File: config.mk
export PLATFORM = sky130hd
export DESIGN_NAME = cbc_record_padding_check_top
export DESIGN_NICKNAME = d
export VERILOG_FILES = /design/src/hdl/cbcpad_pkg.sv /design/src/hdl/cbc_record_padding_check_top.sv
export SDC_FILE = /design/constraint.sdc
export NUM_CORES = 2
export LEC_CHECK = 0
export BUFFER_PORTS_ARGS = -buffer_cell sky130_fd_sc_hd__buf_2
export CAP_MARGIN = 30
export CORE_ASPECT_RATIO = 1.1
export CORE_MARGIN = 1
export CORE_UTILIZATION = 45
export CTS_CLUSTER_DIAMETER = 150
export DETAILED_ROUTE_END_ITERATION = 6
export GPL_TIMING_DRIVEN = 0
export PLACE_DENSITY = 0.71
export SLEW_MARGIN = 20
export SYNTH_ARGS = -nofsm -noshare
export SYNTH_HDL_FRONTEND = slang
export SYNTH_SLANG_ARGS = --single-unit
export TNS_END_PERCENT = 20
File: constraint.sdc
create_clock -name clock -period 10.2 [get_ports clock]
set_clock_uncertainty 0.05 [all_clocks]
set_input_delay 2.04 -clock clock [delete_from_list [all_inputs] [get_ports clock]]
set_output_delay 2.04 -clock clock [all_outputs]
set_load 0.05 [all_outputs]
File: src/hdl/cbcpad_pkg.sv
// Shared types and constants for the CBC record padding checker.
`default_nettype none

package cbcpad_pkg;

   localparam int TAIL_BYTES         = 256;
   localparam int MAX_FRAGMENT_BYTES = 18432;

   localparam int DATA_W   = 8;
   localparam int COUNT_W  = 15;
   localparam int PHASE_W  = 5;
   localparam int BLK_W    = 6;
   localparam int MAC_W    = 7;
   localparam int PTR_W    = $clog2(TAIL_BYTES);
   localparam int STATUS_W = 3;
   localparam int CSR_IDX_W = 1;
   localparam int CSR_DATA_W = 7;

   localparam logic [BLK_W-1:0] BLK_MAX   = BLK_W'(32);
   localparam logic [BLK_W-1:0] BLK_MIN   = BLK_W'(1);
   localparam logic [MAC_W-1:0] MAC_RESET = MAC_W'(20);
   localparam logic [BLK_W-1:0] BLK_RESET = BLK_W'(16);

   localparam logic [CSR_IDX_W-1:0] CSR_MAC_BYTES   = CSR_IDX_W'(0);
   localparam logic [CSR_IDX_W-1:0] CSR_BLOCK_BYTES = CSR_IDX_W'(1);

   typedef enum logic [STATUS_W-1:0] {
      ST_OK            = 3'd0,
      ST_BAD_LENGTH    = 3'd1,
      ST_BAD_PAD_POS   = 3'd2,
      ST_BAD_PAD_BYTES = 3'd3,
      ST_BAD_MAC_POS   = 3'd4
   } status_type;

   typedef enum logic [1:0] {
      FSM_IDLE,
      FSM_CHECK,
      FSM_FINISH
   } fsm_type;

endpackage

`default_nettype wire

File: src/hdl/cbc_record_padding_check_top.sv
// Top level of the CBC record padding checker: byte intake, tail memory and trailer check.
//
// Bytes of one decrypted fragment enter one per cycle while the block is idle and are written
// into a 256-byte tail memory. After the last byte the block stops taking input while it reads
// the padding bytes back from the tail memory, one read per cycle; it reads nothing when the
// length or padding position already fails. The result then waits in an output register while
// the next fragment's bytes are taken. The block is ready for bytes straight after reset.
`default_nettype none

module cbc_record_padding_check_top (
   input  wire                                clock,
   input  wire                                reset,
   input  wire                                req_valid,
   output logic                               req_stall,
   input  wire  [cbcpad_pkg::DATA_W-1:0]      req_data_byte,
   input  wire                                req_last_byte,
   output logic                               rsp_valid,
   input  wire                                rsp_stall,
   output logic [cbcpad_pkg::STATUS_W-1:0]    rsp_check_status,
   output logic [cbcpad_pkg::COUNT_W-1:0]     rsp_content_length,
   output logic [cbcpad_pkg::DATA_W-1:0]      rsp_pad_length,
   input  wire                                csr_wr_en,
   input  wire  [cbcpad_pkg::CSR_IDX_W-1:0]   csr_index,
   input  wire  [cbcpad_pkg::CSR_DATA_W-1:0]  csr_wdata
);

   localparam int CW = cbcpad_pkg::COUNT_W;
   localparam int PW = cbcpad_pkg::PTR_W;
   localparam int DW = cbcpad_pkg::DATA_W;
   localparam int HW = cbcpad_pkg::PHASE_W;
   localparam int BW = cbcpad_pkg::BLK_W;
   localparam int MW = cbcpad_pkg::MAC_W;
   localparam logic [CW-1:0] MAX_COUNT = CW'(cbcpad_pkg::MAX_FRAGMENT_BYTES);

   // configuration
   logic [MW-1:0] mac_ff;
   logic [BW-1:0] blk_ff;

   // fragment state
   logic [CW-1:0] count_ff, count_in;
   logic [HW-1:0] phase_ff, phase_in;
   logic [PW-1:0] tp_ff, tp_in;
   logic          ovf_ff, ovf_in;

   // check state
   cbcpad_pkg::fsm_type    state_ff, state_in;
   cbcpad_pkg::status_type pre_status_ff, pre_status_in;
   logic [DW-1:0]  pad_ff;
   logic [CW-1:0]  pad_pos_ff;
   logic [PW-1:0]  rd_addr_ff;
   logic [DW-1:0]  remain_ff;
   logic           pending_ff;
   logic           mismatch_ff;
   logic [DW-1:0]  rd_data_ff;

   // output register
   logic                   rsp_valid_ff;
   cbcpad_pkg::status_type rsp_status_ff;
   logic [CW-1:0]          rsp_content_ff;
   logic [DW-1:0]          rsp_pad_ff;

   logic [DW-1:0] tail_mem [cbcpad_pkg::TAIL_BYTES];

   logic          accept;
   logic          accept_last;
   logic          issue;
   logic          load;
   logic [BW-1:0] blk_eff;
   logic [BW-1:0] phase_sum;
   logic          len_bad;
   logic [CW-1:0] n_minus_1;
   logic          pos_bad;
   cbcpad_pkg::status_type fin_status;
   logic [CW-1:0] fin_content;
   logic [CW-1:0] mac_ext;

   // next state
   always_comb begin
      state_in = state_ff;
      unique case (state_ff)
         cbcpad_pkg::FSM_IDLE: begin
            if (accept_last) state_in = cbcpad_pkg::FSM_CHECK;
         end
         cbcpad_pkg::FSM_CHECK: begin
            if (remain_ff == '0 && !pending_ff) state_in = cbcpad_pkg::FSM_FINISH;
         end
         cbcpad_pkg::FSM_FINISH: begin
            if (!rsp_valid_ff || !rsp_stall) state_in = cbcpad_pkg::FSM_IDLE;
         end
         default: state_in = cbcpad_pkg::FSM_IDLE;
      endcase
   end

   // state outputs
   always_comb begin
      req_stall = 1'b1;
      issue     = 1'b0;
      load      = 1'b0;
      unique case (state_ff)
         cbcpad_pkg::FSM_IDLE:   req_stall = 1'b0;
         cbcpad_pkg::FSM_CHECK:  issue = (remain_ff != '0);
         cbcpad_pkg::FSM_FINISH: load = !rsp_valid_ff || !rsp_stall;
         default: req_stall = 1'b1;
      endcase
   end

   assign accept      = req_valid && !req_stall;
   assign accept_last = accept && req_last_byte;

   always_comb begin
      priority if (blk_ff == '0)    blk_eff = cbcpad_pkg::BLK_MIN;
      else if (blk_ff > cbcpad_pkg::BLK_MAX) blk_eff = cbcpad_pkg::BLK_MAX;
      else                          blk_eff = blk_ff;
   end

   // advance the running fragment state
   always_comb begin
      phase_sum = {1'b0, phase_ff} + BW'(1);
      phase_in  = (phase_sum >= blk_eff) ? '0 : phase_sum[HW-1:0];
      tp_in     = tp_ff + PW'(1);
      if (count_ff >= MAX_COUNT) begin
         count_in = count_ff;
         ovf_in   = 1'b1;
      end else begin
         count_in = count_ff + CW'(1);
         ovf_in   = ovf_ff;
      end
      len_bad   = ovf_in || (count_in == '0) || (phase_in != '0);
      n_minus_1 = count_in - CW'(1);
      pos_bad   = {{(CW-DW){1'b0}}, req_data_byte} > n_minus_1;
      priority if (len_bad) pre_status_in = cbcpad_pkg::ST_BAD_LENGTH;
      else if (pos_bad)     pre_status_in = cbcpad_pkg::ST_BAD_PAD_POS;
      else                  pre_status_in = cbcpad_pkg::ST_OK;
   end

   // final verdict
   always_comb begin
      mac_ext     = {{(CW-MW){1'b0}}, mac_ff};
      fin_content = '0;
      priority if (pre_status_ff != cbcpad_pkg::ST_OK) begin
         fin_status = pre_status_ff;
      end else if (mismatch_ff) begin
         fin_status = cbcpad_pkg::ST_BAD_PAD_BYTES;
      end else if (mac_ext > pad_pos_ff) begin
         fin_status = cbcpad_pkg::ST_BAD_MAC_POS;
      end else begin
         fin_status  = cbcpad_pkg::ST_OK;
         fin_content = pad_pos_ff - mac_ext;
      end
   end

   always_ff @(posedge clock) begin
      if (reset) begin
         mac_ff       <= cbcpad_pkg::MAC_RESET;
         blk_ff       <= cbcpad_pkg::BLK_RESET;
         count_ff     <= '0;
         phase_ff     <= '0;
         tp_ff        <= '0;
         ovf_ff       <= 1'b0;
         state_ff     <= cbcpad_pkg::FSM_IDLE;
         remain_ff    <= '0;
         pending_ff   <= 1'b0;
         rsp_valid_ff <= 1'b0;
      end else begin
         if (csr_wr_en) begin
            unique case (csr_index)
               cbcpad_pkg::CSR_MAC_BYTES:   mac_ff <= csr_wdata[MW-1:0];
               cbcpad_pkg::CSR_BLOCK_BYTES: blk_ff <= csr_wdata[BW-1:0];
               default: ;
            endcase
         end
         state_ff <= state_in;
         if (accept_last) begin
            count_ff  <= '0;
            phase_ff  <= '0;
            tp_ff     <= '0;
            ovf_ff    <= 1'b0;
            remain_ff <= (pre_status_in == cbcpad_pkg::ST_OK) ? req_data_byte : '0;
         end else if (accept) begin
            count_ff <= count_in;
            phase_ff <= phase_in;
            tp_ff    <= tp_in;
            ovf_ff   <= ovf_in;
         end else if (issue) begin
            remain_ff <= remain_ff - DW'(1);
         end
         pending_ff <= issue;
         if (load)            rsp_valid_ff <= 1'b1;
         else if (!rsp_stall) rsp_valid_ff <= 1'b0;
      end
   end

   // check datapath
   always_ff @(posedge clock) begin
      if (accept_last) begin
         pre_status_ff <= pre_status_in;
         pad_ff        <= req_data_byte;
         pad_pos_ff    <= n_minus_1 - {{(CW-DW){1'b0}}, req_data_byte};
         rd_addr_ff    <= tp_ff - PW'(1);
         mismatch_ff   <= 1'b0;
      end else begin
         if (issue) rd_addr_ff <= rd_addr_ff - PW'(1);
         if (pending_ff && rd_data_ff != pad_ff) mismatch_ff <= 1'b1;
      end
      if (load) begin
         rsp_status_ff  <= fin_status;
         rsp_content_ff <= fin_content;
         rsp_pad_ff     <= pad_ff;
      end
   end

   // tail memory: write on intake, read during the check
   always_ff @(posedge clock) begin
      if (accept) tail_mem[tp_ff] <= req_data_byte;
      if (issue)  rd_data_ff <= tail_mem[rd_addr_ff];
   end

   assign rsp_valid          = rsp_valid_ff;
   assign rsp_check_status   = rsp_status_ff;
   assign rsp_content_length = rsp_content_ff;
   assign rsp_pad_length     = rsp_pad_ff;

endmodule

`default_nettype wire

Word-level counts from Yosys, hierarchy flattened
Memory sizes are Yosys's and may differ from the RTL's. A register that Yosys moved wholly into a read port is not among the register bits.
Cells that the tools add are included.
- bits in registers: 115
- bits in writable memories: 2048
- input bits: 22
- output and inout bits: 28
- logic and storage cells: 94
- memories kept: 1
- add/subtract/negate cells: 9
- order comparisons: 5
- eq/ne operators: 8
- muxes and demuxes: 27
- bitwise gates (word level): 1
- reduce and logical (&&, ||, !) cells: 25
- memory list (name ; words ; width ; read ports ; clocked after Yosys merged registers in ; write ports ; line ; RTL):
    tail_mem ; 256 ; 8 ; 1 ; 1 ; 1 ; cbc_record_padding_check_top.sv:62 ; logic [DW-1:0] tail_mem [cbcpad_pkg::TAIL_BYTES];
- operators with widths (kind ; number):
    $mux 8 ; 6
    $sub 8x1->8 const B ; 3
    $add 15x1->15 const B ; 1
    $ge 15x15->1 const B ; 1
    $gt 7x15->1 ; 1
    $gt 8x15->1 ; 1
    $logic_not 15->1 ; 1
    $mux 15 ; 1
    $sub 15x1->15 const B ; 1
    $sub 15x7->15 ; 1
    $sub 15x8->15 ; 1
    $mux 6 ; 2
    $mux 2 ; 5
    $mux 3 ; 3
    $add 8x1->8 const B ; 1
    $logic_not 8->1 ; 1
    $mux 1 ; 8
    $ne 8x8->1 ; 1
    $reduce_bool 8->1 ; 1
    $add 5x1->6 const B ; 1
    $ge 6x6->1 ; 1
    $gt 6x6->1 const B ; 1
    $logic_not 6->1 ; 1
    $ne 2x2->1 const B ; 3
    other kinds (18) ; 28

Logic depth before layout (Yosys ltp)
- depth after elaboration: 11
- gate-level depth with buffers: 17
- mapped depth without buffers: 16

Worst setup path after synthesis
OpenSTA, ideal clock, no wires.
- path type: input to register
- start point: input req_data_byte[0] (netlist name)
- end point: register pad_pos_ff[12] (data pin)
- setup time: 0.266 ns
- arrival: 4.017 ns
- required time: 9.884 ns
- path slack: 5.867 ns
- stages on the path: 11
- path buffers: 0
- cells stage by stage: ha_1 inv_1 fa_1 a21o_1 a21oi_1 o21bai_1 a21oi_1 o21ai_0 or3_1 a21oi_1 xnor2_1
- longest elaborated chain between the ends: 1
- ends and longest elaborated chain (item ; line ; RTL):
    start, declared ; cbc_record_padding_check_top.sv:15 ; input wire [cbcpad_pkg::DATA_W-1:0] req_data_byte,
    $sub 15x8->15 ; cbc_record_padding_check_top.sv:198 ; pad_pos_ff <= n_minus_1 - {{(CW-DW){1'b0}}, req_data_byte};
    end signal, assigned ; cbc_record_padding_check_top.sv:198 ;
    end, declared ; cbc_record_padding_check_top.sv:49 ; logic [CW-1:0] pad_pos_ff;
Every way passes these cells.
A chain may end at the register's enable or synchronous reset.

==> summary.txt <==
Final Core Density -> 0.5131
Final HPWL DP -> 140.0 mm
Final Net Count -> 4317
H-tree Lvls -> 4
GRT Util Overall -> 0.2191
Outcome -> finished, final reports clean
Cts bufs inserted -> 208
Syn nets -> 4007
# rows -> 167
Clk slew on worst S/H paths -> 0.06 ns
Overall die area -> 192200 sq um
Worst-path fanout max -> 10
Routed Antenna Nets -> 0
FF+latch count, synth -> 2170
CTS tree -> yes
Die width -> 418.1 um
Initial DRC count -> 5352
Starting density of the core -> 0.4542
Final GP Congestion -> 0.8877
Clock Sinks -> 2170
Final setup viols -> 0
Worst-case clock buffer depth -> 3
Setup TNS -> 0 ns
Hold buffers post-CTS -> 0
Main synth FF type -> edfxtp_1
Placed cell area -> 90260 sq um
Maximum vdd drop -> 0.2000 mV
R2R setup slack -> 4.71 ns
Vias in the first global route -> 41470
Die Ht -> 459.7 um
Crit path launch -> rd_addr_ff[1]$_DFFE_PP_
Core Region -> 188700 sq um
Hold_ws -> 0.4089 ns
Largest net degree at the start of global routing -> 145
EDFF count, synth -> 2115
Layout cells sized above 1 -> 0.2612
FMAX -> 0.1822 GHz
RSZ-0062 raised after global routing -> false
# fillers -> 14400
Fin crit share -> 0.5380
Worst r2r path cells -> 7
Worst setup EP type -> flop
Post-CTS Setup Inserts -> 0
Non-filler cells, final -> 6976
Worst setup SP type -> flop
Placed insts -> 6581
Avg Cell Area, Syn -> 21.69 sq um
Global route overflow -> 0
PD cells -> 214.6 nW/um^2
HP Class -> flop to flop
Async set-or-reset flop fraction in the synthesized netlist -> 0
Final Power -> 20.77 mW
WS Path Type -> flop to flop
Netlist cell types -> 73
Post-synthesis cell area -> 85710 sq um
Total routed wirelength -> 209.8 mm
RR Startpoint -> rd_addr_ff[1]$_DFFE_PP_
Slew Viols, Final -> 0
Gates resized, CTS repair -> 0
Vias per cell -> 5.993
DRC Markers -> 0
Fin area -> 96810 sq um
Cell count after synthesis -> 3951
Final Hold Fails -> 0
Worst setup path end -> rd_data_ff[7]$_DFFE_PP_
Pre-CTS WS -> 4.117 ns
Via count -> 41810
Max-slew headroom -> 0.2429
Drt wl/cell -> 30.07 um
Root buf cell -> clkbuf_16
Clk_lat worst skew -> 0.89 ns
Initial antenna violation count -> 5
I/O pin cnt -> 50
Area delta synth->final -> 12.95%
Register area share after synthesis -> 0.7539
Reg-to-reg endpoint -> rd_data_ff[7]$_DFFE_PP_
Crit path arrival time -> 6.00 ns
Final worst slack -> 4.713 ns
First-pass GRT wire length -> 298.4 mm
Synth Warn # -> 0
Pleak -> 29.90 nW
Pre-antenna DRT Iters -> 6
Max Cap Viol -> 0
Worst EP required -> 10.71 ns
Port buffer count -> 47
Fin crit period -> 5.487 ns
Slew of the pin with the lowest slew margin -> 1.136 ns
[cell usage in the layout (no fill, tap or decap), drive strengths merged, types with 4 or more instances in the layout]
cell type,synthesis,final
a21o,5,5
nand3b,4,4
dfxtp,55,55
a2111oi,4,4
nand4,11,11
nand2b,8,8
a31oi,6,6
a211oi,5,5
bufinv,0,8
edfxtp,2115,2115
xnor2,40,40
a21oi,43,43
diode,0,7
nor3,31,31
nor2,340,340
buf,81,181
o21ai,24,24
a41o,7,7
mux2i,8,8
nand3,46,46
ha,32,32
clkinv,1,94
nor2b,14,14
nor4b,4,4
clkbuf,146,421
inv,44,48
mux4,680,680
xor2,44,44
nand2,80,80
or3,9,9
or2,8,8
[layer usage]
metal / GRT usage / share of wire
met2: 0.3453 / 0.48
met1: 0.2962 / 0.38
met3: 0.05001 / 0.10
met4: 0.08887 / 0.040
met5: 0 / 0.000062
[cell type report]
cell class	count	area [sq um]	share of cell area
buffer	227	972.2	0.01004
clock buffer	275	5498	0.05679
sequential	2170	64610	0.6674
multi-input combinational	1509	20010	0.2067
timing repair buffer	100	1380	0.01426
antenna	7	17.52	0.0001809
clock inverter	108	979.7	0.01012
tap	2535	3172	0.03276
inverter	45	168.9	0.001745
[state kept, by name, summed over array words and instances, names as in the netlist]
| register | flops |
|---|---|
| tail_mem | 2048 |
| count_ff | 15 |
| pad_pos_ff | 15 |
| rsp_content_length | 15 |
| pad_ff | 8 |
| rd_addr_ff | 8 |
| rd_data_ff | 8 |
| remain_ff | 8 |
| rsp_pad_length | 8 |
| tp_ff | 8 |
| mac_ff | 7 |
| blk_ff | 6 |
| phase_ff | 5 |
| rsp_check_status | 3 |
| pre_status_ff | 2 |
| state_ff | 2 |
| mismatch_ff | 1 |
| ovf_ff | 1 |
| pending_ff | 1 |
| rsp_valid | 1 |
[power breakdown]
group / internal [mW] / switching, mW
Combinational: 1.50 / 2.03
Sequential: 9.86 / 0.0354
Clock: 4.01 / 3.33
Total: 15.4 / 5.40
[worst max-delay path, stage by stage, from the launching register on]
cell and delay [ns]:
edfxtp_1 0.32, clkbuf_1 0.84, clkbuf_1 0.84, clkbuf_1 0.87, mux4_2 0.48, mux4_2 0.58
mux4_2 0.61, mux4_2 0.58
[cell families after synthesis]
logic type / after synthesis / synth area share
flops: 2170 / 0.7539
mux: 688 / 0.1796
simple gates: 577 / 0.02980
buf+inv: 272 / 0.01295
compound gates: 126 / 0.01006
xor+xnor: 84 / 0.008584
fa+ha+maj: 34 / 0.005139
[Yosys cell counts, drive strengths merged, types with 40 or more instances]
| library cell | number | area (sq um) |
|---|---|---|
| clkbuf | 146 | 551.8 |
| buf | 81 | 389.1 |
| dfxtp | 55 | 1101 |
| nor2 | 340 | 1276 |
| inv | 44 | 165.2 |
| a21oi | 43 | 219.0 |
| nand3 | 46 | 242.7 |
| mux4 | 680 | 15310 |
| xnor2 | 40 | 350.3 |
| edfxtp | 2115 | 63510 |
| xor2 | 44 | 385.4 |
| nand2 | 80 | 300.3 |
[worst min path at each step]
stage | startpoint | endpoint | slack [ns] | cells after the start
2_1_floorplan | mac_ff[3]$_SDFFE_PP0P_ | mac_ff[3]$_SDFFE_PP0P_ | 0.39 | 2
3_3_place_gp | mac_ff[6]$_SDFFE_PP0P_ | mac_ff[6]$_SDFFE_PP0P_ | 0.40 | 2
3_5_place_dp | mac_ff[3]$_SDFFE_PP0P_ | mac_ff[3]$_SDFFE_PP0P_ | 0.40 | 2
4_1_cts | mac_ff[3]$_SDFFE_PP0P_ | mac_ff[3]$_SDFFE_PP0P_ | 0.41 | 2
5_1_grt | mac_ff[0]$_SDFFE_PP0P_ | mac_ff[0]$_SDFFE_PP0P_ | 0.43 | 2
6_report | mac_ff[6]$_SDFFE_PP0P_ | mac_ff[6]$_SDFFE_PP0P_ | 0.41 | 2
Power figures use the tool's default switching activity.
